`config.mk`:
```
export PLATFORM = sky130hd
export DESIGN_NAME = tao_front_flat
export DESIGN_NICKNAME = d
export VERILOG_FILES = /design/src/rtl/core/tao_pkg.sv /design/src/rtl/core/tao_req_if.sv /design/src/rtl/core/tao_front.sv /design/src/flat_wrapper.sv
export SDC_FILE = /design/constraint.sdc
export NUM_CORES = 1
export LEC_CHECK = 0
export ABC_AREA = 1
export BUFFER_PORTS_ARGS = -buffer_cell sky130_fd_sc_hd__buf_2
export CAP_MARGIN = 25
export CORE_ASPECT_RATIO = 1.25
export CORE_UTILIZATION = 29
export DETAILED_ROUTE_END_ITERATION = 12
export PLACE_DENSITY = 0.76
export SYNTH_ARGS = -nofsm -noshare
export SYNTH_HDL_FRONTEND = slang
export SYNTH_SLANG_ARGS = --single-unit
```
`constraint.sdc`:
```
create_clock -name clock -period 1.9 [get_ports clock]
set_clock_uncertainty 0.2 [all_clocks]
set_input_delay 0.095 -clock clock [delete_from_list [all_inputs] [get_ports clock]]
set_output_delay 0.095 -clock clock [all_outputs]
set_load 0.05 [all_outputs]
```
`src/rtl/core/tao_pkg.sv`:
```
// ----------------------------------------------------------------------------
// Attention engine package
// Shared types, constants and the exponential helper.
// ----------------------------------------------------------------------------
package tao_pkg;

   // register indexes of the configuration port
   localparam logic [1:0] CSR_SEQ_LEN     = 2'd0;
   localparam logic [1:0] CSR_HEAD_DIM    = 2'd1;
   localparam logic [1:0] CSR_SCORE_SCALE = 2'd2;

   localparam logic [8:0]  SEQ_LEN_RST     = 9'd256;
   localparam logic [6:0]  HEAD_DIM_RST    = 7'd64;
   localparam logic [15:0] SCORE_SCALE_RST = 16'd8192;

   // action codes of an input item
   localparam logic ACT_LOAD  = 1'b0;
   localparam logic ACT_QUERY = 1'b1;

   localparam int DOT_W     = 38;   // sum of up to 64 Q8.24 products
   localparam int ACC_W     = 48;
   localparam int P_W       = 17;   // weight in Q1.16
   localparam int DIFF_W    = 33;
   localparam int T_W       = 34;
   localparam int DIV_STEPS = 48;

   localparam logic [12:0] LOG2E_Q12 = 13'd5909;
   localparam logic signed [31:0] SCORE_MIN = 32'sh8000_0000;

   // 2^(-i/16) in Q.16
   localparam logic [16:0] POW2_TAB [17] = '{
      17'd65536, 17'd62757, 17'd60097, 17'd57549, 17'd55109, 17'd52773,
      17'd50535, 17'd48393, 17'd46341, 17'd44376, 17'd42495, 17'd40693,
      17'd38968, 17'd37316, 17'd35734, 17'd34219, 17'd32768
   };

   typedef struct packed {
      logic       valid;
      logic [7:0] tag;
   } tao_job_type;

   typedef enum logic [4:0] {
      ST_IDLE, ST_INIT, ST_BLK, ST_DOT_START, ST_DOT_RD, ST_DOT_MUL, ST_DOT_ACC,
      ST_SC_LO, ST_SC_HI, ST_SC_SUM, ST_EXP_RD, ST_EXP_D, ST_EXP_T, ST_EXP_P,
      ST_ALPHA_D, ST_ALPHA_T, ST_ALPHA_P, ST_SUM_MUL, ST_SUM_UPD, ST_ACC_RD,
      ST_ACC_LO, ST_ACC_HI, ST_ACC_SC, ST_PV_RD, ST_PV_MUL, ST_PV_ACC, ST_ACC_WR,
      ST_BLK_END, ST_OUT_RD, ST_DIV_INIT, ST_DIV, ST_OUT
   } tao_state_type;

   // e^(-x) from the base-two exponent t (12 fraction bits), Q1.16
   function automatic logic [16:0] exp_q16(input logic [T_W-1:0] t);
      logic [21:0] n;
      logic [3:0]  i;
      logic [7:0]  r;
      logic [16:0] hi;
      logic [16:0] lo;
      logic [16:0] v;
      logic [19:0] dr;
      n  = t[33:12];
      i  = t[11:8];
      r  = t[7:0];
      hi = POW2_TAB[i];
      lo = POW2_TAB[5'(i) + 5'd1];
      dr = 20'(hi - lo) * 20'(r);
      v  = hi - 17'(dr >> 8);
      if (n > 22'd16) begin
         exp_q16 = '0;
      end else begin
         exp_q16 = v >> n[4:0];
      end
   endfunction

endpackage

```
`src/rtl/core/tao_req_if.sv`:
```
// ----------------------------------------------------------------------------
// Request channel
// Valid/ready channel carrying load and query items.
// ----------------------------------------------------------------------------
interface tao_req_if;
   logic               valid;
   logic               ready;
   logic               action;
   logic [7:0]         row;
   logic [5:0]         col;
   logic signed [15:0] qk_value;
   logic signed [15:0] v_value;

   modport source (output valid, action, row, col, qk_value, v_value, input ready);
   modport sink (input valid, action, row, col, qk_value, v_value, output ready);
endinterface

```
`src/rtl/core/tao_front.sv`:
```
// ----------------------------------------------------------------------------
// Attention front end
// Accept items, store key, value and query elements, queue completed queries.
// ----------------------------------------------------------------------------
module tao_front #(
   parameter int MAX_SEQ = 256,
   parameter int MAX_DIM = 64
) (
   input  logic                    clock,
   input  logic                    reset,
   tao_req_if.sink                 req_chan,
   input  logic [6:0]              dim,
   input  logic                    back_busy,
   input  logic                    job_take,
   output tao_pkg::tao_job_type    job,
   output logic                    kv_we,
   output logic [((MAX_SEQ*MAX_DIM > 1) ? $clog2(MAX_SEQ*MAX_DIM) : 1)-1:0] kv_waddr,
   output logic [15:0]             k_wdata,
   output logic [15:0]             v_wdata,
   output logic                    q_we,
   output logic [((MAX_DIM > 1) ? $clog2(MAX_DIM) : 1)-1:0] q_waddr,
   output logic [15:0]             q_wdata
);
   import tao_pkg::*;

   localparam int KV_AW = (MAX_SEQ*MAX_DIM > 1) ? $clog2(MAX_SEQ*MAX_DIM) : 1;
   localparam int QA_W  = (MAX_DIM > 1) ? $clog2(MAX_DIM) : 1;

   logic       job_valid_ff, job_valid_in;
   logic [7:0] job_tag_ff, job_tag_in;
   logic       accept, push;

   assign req_chan.ready = !job_valid_ff && !back_busy;
   assign accept = req_chan.valid && req_chan.ready;

   assign kv_we    = accept && (req_chan.action == ACT_LOAD)
                     && (32'(req_chan.row) < MAX_SEQ) && (32'(req_chan.col) < MAX_DIM);
   assign kv_waddr = KV_AW'(32'(req_chan.row) * MAX_DIM + 32'(req_chan.col));
   assign k_wdata  = req_chan.qk_value;
   assign v_wdata  = req_chan.v_value;

   assign q_we    = accept && (req_chan.action == ACT_QUERY) && (32'(req_chan.col) < MAX_DIM);
   assign q_waddr = QA_W'(req_chan.col);
   assign q_wdata = req_chan.qk_value;

   // the element at head_dim-1 completes the row
   assign push = accept && (req_chan.action == ACT_QUERY)
                 && (7'(req_chan.col) == dim - 7'd1);

   always_comb begin
      job_valid_in = job_valid_ff;
      job_tag_in   = job_tag_ff;
      if (job_take) begin
         job_valid_in = 1'b0;
      end
      if (push) begin
         job_valid_in = 1'b1;
         job_tag_in   = req_chan.row;
      end
   end

   always_ff @(posedge clock) begin
      if (reset) begin
         job_valid_ff <= 1'b0;
      end else begin
         job_valid_ff <= job_valid_in;
      end
      job_tag_ff <= job_tag_in;
   end

   assign job.valid = job_valid_ff;
   assign job.tag   = job_tag_ff;

   a_no_accept_with_job: assert property (@(posedge clock) disable iff (reset)
      accept |-> !job_valid_ff) else $error("item accepted while a query is queued");
   a_push_queues: assert property (@(posedge clock) disable iff (reset)
      push |=> job_valid_ff) else $error("completed query not queued");
   a_job_holds: assert property (@(posedge clock) disable iff (reset)
      (job_valid_ff && !job_take) |=> (job_valid_ff && $stable(job_tag_ff)))
      else $error("queued query lost");
endmodule

```
`src/flat_wrapper.sv`:
```
// flat-port wrapper written by rule: the top's interface ports become plain ports
module tao_front_flat import tao_pkg::*;
#(
   parameter int MAX_SEQ = 256,
   parameter int MAX_DIM = 64
)
  (clock, reset, dim, back_busy, job_take, job, kv_we, kv_waddr, k_wdata, v_wdata, q_we, q_waddr, q_wdata, req_chan_valid, req_chan_action, req_chan_row, req_chan_col, req_chan_qk_value, req_chan_v_value, req_chan_ready);
  tao_req_if req_chan_i ();
  input  logic clock;
  input  logic reset;
  input  logic [6:0] dim;
  input  logic back_busy;
  input  logic job_take;
  output tao_pkg::tao_job_type job;
  output logic kv_we;
  output logic [((MAX_SEQ*MAX_DIM > 1) ? $clog2(MAX_SEQ*MAX_DIM) : 1)-1:0] kv_waddr;
  output logic [15:0] k_wdata;
  output logic [15:0] v_wdata;
  output logic q_we;
  output logic [((MAX_DIM > 1) ? $clog2(MAX_DIM) : 1)-1:0] q_waddr;
  output logic [15:0] q_wdata;
  input wire logic [$bits(req_chan_i.valid)-1:0] req_chan_valid;
  input wire logic [$bits(req_chan_i.action)-1:0] req_chan_action;
  input wire logic [$bits(req_chan_i.row)-1:0] req_chan_row;
  input wire logic [$bits(req_chan_i.col)-1:0] req_chan_col;
  input wire logic [$bits(req_chan_i.qk_value)-1:0] req_chan_qk_value;
  input wire logic [$bits(req_chan_i.v_value)-1:0] req_chan_v_value;
  output wire logic [$bits(req_chan_i.ready)-1:0] req_chan_ready;
  assign req_chan_i.valid = req_chan_valid;
  assign req_chan_i.action = req_chan_action;
  assign req_chan_i.row = req_chan_row;
  assign req_chan_i.col = req_chan_col;
  assign req_chan_i.qk_value = req_chan_qk_value;
  assign req_chan_i.v_value = req_chan_v_value;
  assign req_chan_ready = req_chan_i.ready;
  tao_front #(.MAX_SEQ(MAX_SEQ), .MAX_DIM(MAX_DIM)) u_core (.clock(clock), .reset(reset), .req_chan(req_chan_i), .dim(dim), .back_busy(back_busy), .job_take(job_take), .job(job), .kv_we(kv_we), .kv_waddr(kv_waddr), .k_wdata(k_wdata), .v_wdata(v_wdata), .q_we(q_we), .q_waddr(q_waddr), .q_wdata(q_wdata));
endmodule
```
### Yosys cells after proc, flatten, opt, wreduce, memory -nomap -nowiden

Cells that the tools add are included.

* $add $sub $neg: 2
* equal/unequal tests: 1
* muxes and demuxes: 2
* bitwise gates (word level): 1
* reductions and logical operators: 8

Operators with widths (number)
* adder 14 x 6 -> 14 bit: 1
* == test 6 x 7 -> 1 bit: 1
* subtractor 7 x 1 -> 7 bit, second input constant: 1
* logical AND 1 bit: 5
* logical NOT 1 bit: 2
* 2-to-1 mux 1 bit: 2
* nonzero test 2 bit: 1
* NOT 1 bit: 1

* bits in registers: 9
* output and inout bits: 80
* word-level logic and storage cells: 16

### Longest topological paths before layout

Gate-level depths: netlist of run 1.

* depth after elaboration: 6
* gate-level depth with buffers: 11
* depth with buffers taken out: 11

### Worst setup path before layout of run 1

Ideal clock, no wire load.

* kind: reg-to-reg
* start: register u_core.job_valid_ff
* end: register u_core.job_tag_ff[0] (enable)
* library setup time: 0.383 ns
* arrival time: 1.629 ns
* path slack: -0.312 ns
* stages on the path, launching flop included: 6
* period minus slack after synthesis: 2.212 ns
* cells stage by stage: dfxtp_1 -> nor2_4 -> nand3_1 -> nor2_1 -> nand4_1 -> nor3_1

* word-level cells in the longest chain between the ends: 5

RTL lines
* from (decl): line tao_front.sv:29 `logic job_valid_ff, job_valid_in;`
* from (signal assigned): line tao_front.sv:66 `job_valid_ff <= job_valid_in;`
* logical NOT 1 bit: line tao_front.sv:33 `assign req_chan.ready = !job_valid_ff && !back_busy;`
* logical AND 1 bit: line tao_front.sv:33
* net req_chan_ready: line flat_wrapper.sv:28 `output wire logic [$bits(req_chan_i.ready)-1:0] req_chan_ready;`
* logical AND 1 bit: line tao_front.sv:34 `assign accept = req_chan.valid && req_chan.ready;`
* logical AND 1 bit: line tao_front.sv:47 `assign push = accept && (req_chan.action == ACT_QUERY)`
* logical AND 1 bit: line tao_front.sv:48 `&& (7'(req_chan.col) == dim - 7'd1);`
* to (signal assigned): line tao_front.sv:68 `job_tag_ff <= job_tag_in;`
* to (decl): line tao_front.sv:30 `logic [7:0] job_tag_ff, job_tag_in;`

The timed path passes the listed nets, and every way through them passes these cells.
A chain may end at the register's enable or synchronous reset.

### Worst setup path in the final report of run 1

* start: input dim[0]
* end: register u_core.job_tag_ff[1] (enable)

* word-level cells in the longest chain between the ends: 3

RTL lines
* from (decl): line flat_wrapper.sv:11 `input logic [6:0] dim;`
* subtractor 7 x 1 -> 7 bit: line tao_front.sv:48
* == test 6 x 7 -> 1 bit: line tao_front.sv:48
* logical AND 1 bit: line tao_front.sv:48

No other way between the ends.

==> results.tsv, run 1 <==
metric	value	unit
crit path buf inv count	4	
clk slew on worst S/H paths	0.04	ns
synthesis-stage register bit count	9	
Fin Setup TNS	0	ns
category of the critical setup timing path	input port to register	
sequential fraction of the synthesis area	23.2	%
most common cell after layout, fill and taps aside	buf_2	
Slowest Stage Delay on Critical Path	0.30	ns
RePlAce Congestion	0.726	
DP HPWL	1650	microns
Setup crit end kind	register	
Finish-stage setup viols	0	
critical path, cell by cell	buf_2 -> inv_2 -> ha_1 -> nand2_1 -> inv_1 -> nor2_1 -> nand2_1 -> nor2_2 -> nand4_1 -> nor3_4 -> buf_12	
CP Max Fanout	8	
die width	57.6	microns
Synth top area share	46.3	%
crit-path most repeated cell	nand2_1	
grt met3 use	1.26	%
Placement Cell Area	980	sq um
initial antenna violation count	0	
status	finished with violations	
Synth Area per Inst	7.57	sq um
Final min period	1.64	ns
vias in the first global route	787	
CP delay by family, top	simple AND/OR/NAND/NOR gates	
Max VDD drop	0.188	mV
core area	0.00360	sq mm
CTS sink cnt	9	
Overflow after GRT	0	
met1 Use GR	7.49	%
max_slew headroom	31.7	%
Syn-to-layout area delta	29.7	%
setup slack at placement	0.0155	ns
top cells by area, synth	buf_4, edfxtp_1, nand2_1, inv_1, nor2_1	
ANT cells	0	
maxcap violations	0	
via/cell ratio	4.11	
Root Driver	clkbuf_8	
dpl cells	178	
fillcell total	361	
setup bufs post-CTS	0	
row cnt	24	
Worst Hold Class	input port to register	
port buffer count	58	
Synthesized Nets	208	
Global Route Usage Sum	10.3	%
Leakage	0.738	nW
post-DR wirelength/cell	10.5	microns
Slew Viols, Final	0	
Final ANT Viol Nets	0	
Max Freq	611	MHz
area leader, netlist	buf_4	
clock latency on the worst-skew pair	0.23	ns
Final Instance Area	0.00145	sq mm
crit start category	input port	
gr busiest metal	met2	
Slew @ Worst Pin	1.02	ns
Worst EP arrival	1.39	ns
met2 Usage GRT	22.1	%
commonest cells after routing, fill and taps aside	buf_2, dlygate4sd3_1, nand2_1, inv_1, edfxtp_1	
first-pass GRT wire length	3130	microns
H-tree levels	1	
CTS tree	built	
Initial Util	31.1	%
Routed WL	2350	microns
# IOs	139	
YS warnings	0	
pin count of the biggest net entering global routing	9	
Pre-Repair DR Iteration Count	8	
synthesized instance count	148	
Critical Path RT	1.65	ns
final worst slack	0.265	ns
Die Area	0.00412	sq mm
period utilization	86.1	%
Crit-path slowest cell	ha_1	
DR vias	921	
PwrDens	635	mW/mm^2
failing checks	DRC	
maximum buffer depth of the clock tree	2	
fin nets	246	
fin cells	224	
Initial DRC Count	19	
RSZ-0062 raised after global routing	no	
Die Ht	71.5	microns
netlist area before placement	0.00112	sq mm
Final Hold Vio Count	0	
DRC Markers	9	
layout cells sized above 1	42.2	%
post-synth cell types	19	
total CTS buffers	3	
-- repair_timing --
action	CTS	global route
endpoints found under the hold margin	57	1
hold buffers	42	1
setup endpoints to repair	0	1
gates resized for setup	0	2
-- registers in the layout (all words and copies together) (netlist names) --
signal,count
u_core.job_tag_ff,8
u_core.job_valid_ff,1
-- tightest hold or removal path: cells and delay by family --
kind / cells / cell delay (ns)
AND/OR/NAND/NOR: 4 / 0.23
buffers and inverters: 1 / 0.09
AO/OA/AOI/OAI: 1 / 0.04
-- kinds of logic (layout without fill, tap and decap cells) --
| group | after synthesis | in the layout | share of synthesized area (%) |
|---|---|---|---|
| AND/OR/NAND/NOR | 50 | 50 | 20.8 |
| AO/OA/AOI/OAI | 1 | 1 | 0.782 |
| buffers and inverters | 83 | 120 | 50.9 |
| XOR/XNOR | 4 | 4 | 3.13 |
| adder cells (fa/ha/maj) | 1 | 1 | 1.12 |
| flip-flops | 9 | 9 | 23.2 |
-- cells in the mapped netlist --
cell type,n
nand3_1,5
inv_1,12
nor3_1,1
a21oi_2,1
edfxtp_1,8
nand2_1,26
xor2_1,2
dfxtp_1,1
nor2_1,7
nand3_2,1
xnor2_1,2
nor2_4,1
nand2_2,4
ha_1,1
nand4_1,1
inv_2,2
buf_4,69
nand3b_1,1
nor2_2,3
-- through the flow --
stage          total power [mW]  hold slack, ns  utilization (%)
2_1_floorplan             0.667         -0.0426                -
3_3_place_gp              0.432        -0.00966             27.2
3_5_place_dp              0.435        -0.00966             27.2
4_1_cts                   0.925           0.240             40.1
5_1_grt                   0.957           0.110             40.3
6_report                  0.922          0.0714             40.3
-- final cells by class --
type                            instances  area (sq um)  area share (%)
Inverter                               14          52.6            3.62
Timing Repair Buffer                  102           738            50.8
Clock buffer                            4          45.0            3.10
Multi-Input combinational cell         56           308            21.2
Sequential cell                         9           260            17.9
Tap cell                               39          48.8            3.36
-- per-layer routing --
metal  vias up  part of all wire, %
li1        456                    -
met1       368                   30
met2        90                   57
met3         7                   11
met4         0                  2.6
met5         -                    0
-- worst paths after layout --
path	start	slack, ns	endpoint	depth (start not counted)
worst min-delay path	dim[6]	0.07	u_core.job_valid_ff	6
worst max-delay path	dim[0]	0.26	u_core.job_tag_ff[1]	11
worst max register to register	u_core.job_valid_ff	0.28	u_core.job_tag_ff[1]	6
worst min register to register	u_core.job_valid_ff	0.32	u_core.job_valid_ff	2
-- report_power, final --
part / leakage, nW / internal, mW / switching [mW]
Combinational: 0.635 / 0.118 / 0.367
Clock: 0.0228 / 0.146 / 0.0746
Sequential: 0.0799 / 0.216 / 0.000108
Total: 0.738 / 0.480 / 0.442
Note: power is estimated with default switching activity, not from simulation.
==> run 2: changes to the inputs <==
==> constraint.sdc (replaced) <==
create_clock -name clock -period 1.9 [get_ports clock]
set_clock_uncertainty 0.2 [all_clocks]
set_input_delay 0.095 -clock clock [delete_from_list [all_inputs] [get_ports clock]]
set_output_delay 0.095 -clock clock [all_outputs]
set_load 0.005 [all_outputs]
==> run 2 against run 1 <==
  * The run still ends with DRC left
  * Clock power is 5% lower
  * Sequential share of layout area increased by 0.36 points
  * Sequential power is essentially flat
  * Design area is 2.0% lower
  * Largest power group is now sequential cells
  * Critical path type is now register to register
  * First-iteration DRC count increased by 21%
  * Count of clock-buffer cells in the layout unchanged
  * Setup slack worse by 0.020 ns
==> results.tsv, run 2 (synthesis results as in run 1) <==
metric	value	unit
status	finished with violations	
failing checks	DRC	
Global Route Usage Sum	10.7	%
Pre-Repair DR Iteration Count	10	
Final Instance Area	0.00142	sq mm
Min-Delay Endpoint	u_core.job_valid_ff	
# IOs	139	
Leakage	0.727	nW
via/cell ratio	4.09	
Final Hold Vio Count	0	
reg2reg setup slack	0.24	ns
Initial Util	31.1	%
setup bufs post-CTS	0	
Setup crit end kind	register	
WHS	0.0651	ns
Critical Path RT	1.63	ns
Placement Cell Area	953	sq um
hold depth	6	
period utilization	87.1	%
RSZ-0062 raised after global routing	no	
Slew Viols, Final	0	
Root Driver	clkbuf_8	
Max VDD drop	0.157	mV
critical path, cell by cell	nor2_4 -> nand3_1 -> nor2_1 -> nand4_1 -> nor3_2 -> buf_4	
row cnt	24	
Finish-stage setup viols	0	
total CTS buffers	3	
DP HPWL	1810	microns
RePlAce Congestion	0.719	
Most flops, register	u_core.job_tag_ff	
initial antenna violation count	2	
maxcap violations	0	
DRC Markers	10	
reg2reg start	u_core.job_valid_ff	
fin nets	245	
post-DR wirelength/cell	10.8	microns
fillcell total	356	
H-tree levels	1	
Final Power	0.636	mW
CTS resizes	0	
reg2reg end	u_core.job_tag_ff[0]	
CTS sink cnt	9	
Worst Hold Class	input port to register	
category of the critical setup timing path	register to register	
port buffer count	58	
Final min period	1.66	ns
Max Freq	604	MHz
Slew @ Worst Pin	0.166	ns
clock latency on the worst-skew pair	0.22	ns
max_slew headroom	88.9	%
CP Max Fanout	8	
Worst EP arrival	1.39	ns
Die Ht	71.5	microns
area of the multi-input gates	294	sq um
die width	57.6	microns
beginning of the worst hold path	dim[6]	
first-pass GRT wire length	3300	microns
Routed WL	2430	microns
DR vias	921	
layout cells sized above 1	40.8	%
crit path launch	u_core.job_valid_ff	
pin count of the biggest net entering global routing	9	
Slowest Stage Delay on Critical Path	0.34	ns
maximum buffer depth of the clock tree	2	
Crit-path slowest cell	dfxtp_1	
Syn-to-layout area delta	27.2	%
CTS tree	built	
Fin Setup TNS	0	ns
most common cell after layout, fill and taps aside	buf_2	
vias in the first global route	807	
Worst Reg-to-Reg Cells	6	
Final ANT Viol Nets	0	
Initial DRC Count	23	
top flop regs	u_core.job_tag_ff (8), u_core.job_valid_ff (1)	
Die Area	0.00412	sq mm
crit start category	register	
commonest cells after routing, fill and taps aside	buf_2, dlygate4sd3_1, nand2_1, inv_1, edfxtp_1	
Largest register FFs	8	
PwrDens	447	mW/mm^2
core area	0.00360	sq mm
clk slew on worst S/H paths	0.04	ns
Register Area	260	sq um
Overflow after GRT	0	
-- run 2: how the worst max path moves through the flow --
stage	end	slack (ns)	cells past startpoint
2_1_floorplan	u_core.job_tag_ff[0]	0.11	9
4_1_cts	u_core.job_tag_ff[0]	0.20	6
6_report	u_core.job_tag_ff[0]	0.24	6
3_5_place_dp	u_core.job_tag_ff[0]	0.06	11
3_3_place_gp	u_core.job_tag_ff[2]	0.10	11
5_1_grt	u_core.job_tag_ff[7]	0.06	6
-- run 2: routing by layer --
metal	GRT usage, %	wire length [microns]	share of wire, %	vias to the layer above
li1	-	-	-	460
met1	9.00	778	32	370
met2	22.7	1340	55	91
met3	2.17	315	13	0
met4	4.34	0	0	0
met5	0	0	0	-
-- run 2: area by class of cell --
cell class | count | area share, %
antenna | 2 | 0.351
clock buffer | 4 | 3.16
inverter | 14 | 3.69
multi-input combinational | 56 | 20.7
sequential | 9 | 18.3
tap | 39 | 3.43
timing repair buffer | 101 | 50.4
-- run 2: through the flow --
stage	utilization, %	instances	worst slack (ns)
floorplan	-	148	0.111
global placement	26.5	177	0.103
detailed placement	26.5	177	0.0559
CTS	39.4	223	0.204
global route	39.5	225	0.0623
finish	39.5	225	0.245
-- run 2: what timing repair did --
item,4_1_cts,5_1_grt
endpoints found under the hold margin,57,0
setup endpoints to repair,0,0
hold buffers,42,0
-- run 2: critical path, delay by kind of cell (launching register included) --
| kind | cells | cell delay [ns] |
|---|---|---|
| flip-flops | 1 | 0.34 |
| AND/OR/NAND/NOR | 5 | 0.63 |
| buffers and inverters | 1 | 0.19 |
-- run 2: where the power goes --
group	internal [mW]	switching, mW
clock	0.145	0.0657
combinational	0.115	0.0932
sequential	0.216	0.0000993
==> run 3: changes to the inputs <==
--- a/config.mk
+++ b/config.mk
@@ -9,9 +9,9 @@
 export BUFFER_PORTS_ARGS = -buffer_cell sky130_fd_sc_hd__buf_2
 export CAP_MARGIN = 25
 export CORE_ASPECT_RATIO = 1.25
-export CORE_UTILIZATION = 29
+export CORE_UTILIZATION = 33
 export DETAILED_ROUTE_END_ITERATION = 12
-export PLACE_DENSITY = 0.76
+export PLACE_DENSITY = 0.82
 export SYNTH_ARGS = -nofsm -noshare
 export SYNTH_HDL_FRONTEND = slang
 export SYNTH_SLANG_ARGS = --single-unit
==> constraint.sdc (replaced) <==
create_clock -name clock -period 1.7 [get_ports clock]
set_clock_uncertainty 0.2 [all_clocks]
set_input_delay 0.085 -clock clock [delete_from_list [all_inputs] [get_ports clock]]
set_output_delay 0.085 -clock clock [all_outputs]
set_load 0.005 [all_outputs]
==> run 3 against run 2 <==
  * The run now ends clean
  * Count of clock-buffer cells in the layout did not move
  * Global-route usage rose by 2.0 points
  * Hold slack got worse by 0.0043 ns
  * Combinational power rose by 15%
  * Sequential share of layout area fell by 0.44 points
  * Core utilization rose by 6.0 points
  * Wire length fell by 0.49%
  * Die area fell by 12%
  * Critical path type unchanged
==> results.tsv, run 3 (synthesis results as in run 1) <==
metric	value	unit
status	finished, final reports clean	
Max Freq	615	MHz
Root Driver	clkbuf_8	
clock power share	33.0	%
clk slew on worst S/H paths	0.04	ns
Fin Setup TNS	0	ns
Die Ht	67.1	microns
Finish-stage setup viols	0	
Setup crit end kind	register	
Leakage	0.747	nW
Slew @ Worst Pin	0.168	ns
Final Instance Area	0.00147	sq mm
area of the multi-input gates	308	sq um
fillcell total	331	
Initial DRC Count	4	
ANT cells	0	
fin nets	248	
Final ANT Viol Nets	0	
Final Hold Vio Count	0	
Placement Cell Area	985	sq um
setup slack at placement	-0.175	ns
Worst Hold Class	input port to register	
Int Pwr	0.539	mW
period utilization	95.6	%
clock latency on the worst-skew pair	0.23	ns
Register Area	262	sq um
post-DR wirelength/cell	10.8	microns
pin count of the biggest net entering global routing	9	
Pre-Repair DR Iteration Count	4	
row cnt	23	
grt met3 use	3.15	%
top flop regs	u_core.job_tag_ff (8), u_core.job_valid_ff (1)	
DRC Markers	0	
Most flops, register	u_core.job_tag_ff	
met2 Usage GRT	27.5	%
total CTS buffers	3	
maximum buffer depth of the clock tree	2	
Overflow after GRT	0	
Global Route Usage Sum	12.7	%
WHS	0.0608	ns
Die Area	0.00363	sq mm
Gate power share	33.4	%
net switching power	0.181	mW
final worst slack	0.0749	ns
commonest cells after routing, fill and taps aside	buf_2, dlygate4sd3_1, nand2_1, inv_1, edfxtp_1	
CTS sink cnt	9	
Syn-to-layout area delta	31.0	%
die width	54.1	microns
max_slew headroom	88.8	%
core area	0.00322	sq mm
Initial Util	34.7	%
port buffer count	58	
layout cells sized above 1	43.3	%
initial antenna violation count	0	
Worst EP arrival	1.37	ns
Final min period	1.63	ns
PwrDens	491	mW/mm^2
Max VDD drop	0.343	mV
fin cells	224	
CP Max Fanout	8	
Largest register FFs	8	
gr busiest metal	met2	
Switching Fraction	25.2	%
RePlAce Congestion	0.747	
category of the critical setup timing path	register to register	
Routed WL	2420	microns
met1 Use GR	8.19	%
Seq pwr share	33.6	%
crit start category	register	
dpl cells	177	
maxcap violations	0	
CTS tree	built	
H-tree levels	1	
most common cell after layout, fill and taps aside	buf_2	
DP HPWL	1820	microns
RSZ-0062 raised after global routing	yes	
Slew Viols, Final	0	
first-pass GRT wire length	3260	microns
DR vias	953	
vias in the first global route	885	
via/cell ratio	4.25	
Critical Path RT	1.44	ns
# IOs	139	
==> run 3: power groups by stage <==
stage,Combinational (mW),Clock [mW],Sequential [mW]
after detailed placement,0.143,0,0.246
final,0.241,0.237,0.242
after global routing,0.269,0.266,0.242
after floorplan,0.186,0,0.246
after CTS,0.241,0.247,0.242
after global placement,0.139,0,0.246
==> run 3: final timing paths <==
kind	from	cells past startpoint	slack (ns)	to
min	dim[6]	6	0.06	u_core.job_valid_ff
max reg2reg	u_core.job_valid_ff	6	0.07	u_core.job_tag_ff[7]
min reg2reg	u_core.job_valid_ff	2	0.30	u_core.job_valid_ff
max	u_core.job_valid_ff	6	0.07	u_core.job_tag_ff[7]
==> run 3: what timing repair did <==
action / CTS / global route
hold buffers: 42 / 0
buffers inserted: 0 / 1
pin swaps: 3 / 5
cloned: 0 / 0
endpoints found under the setup margin: 8 / 8
resized for setup: 3 / 0
endpoints found under the hold margin: 57 / 0
==> run 3: critical path, stage by stage (launching register included) <==
cell     delay (ns)
dfxtp_2        0.33
nor2_4         0.09
nand3_2        0.11
nor2_2         0.14
nand4_1        0.15
nor3_4         0.17
buf_12         0.14
==> run 3: metal layers <==
metal	vias to the layer above	wire [microns]
li1	461	-
met1	401	664
met2	83	1470
met3	8	219
met4	0	66
met5	-	0
==> run 3: stage by stage <==
stage	utilization, %	power (mW)
after detailed placement	30.6	0.389
after floorplan	-	0.432
final	45.5	0.720
after global routing	45.5	0.776
after global placement	30.6	0.385
after CTS	45.3	0.730
==> run 3: final cells by class <==
cell class	instances	area share [%]
clock buffer	4	3.07
inverter	14	3.58
multi-input combinational	56	21.0
sequential	9	17.8
tap	37	3.16
timing repair buffer	104	51.4
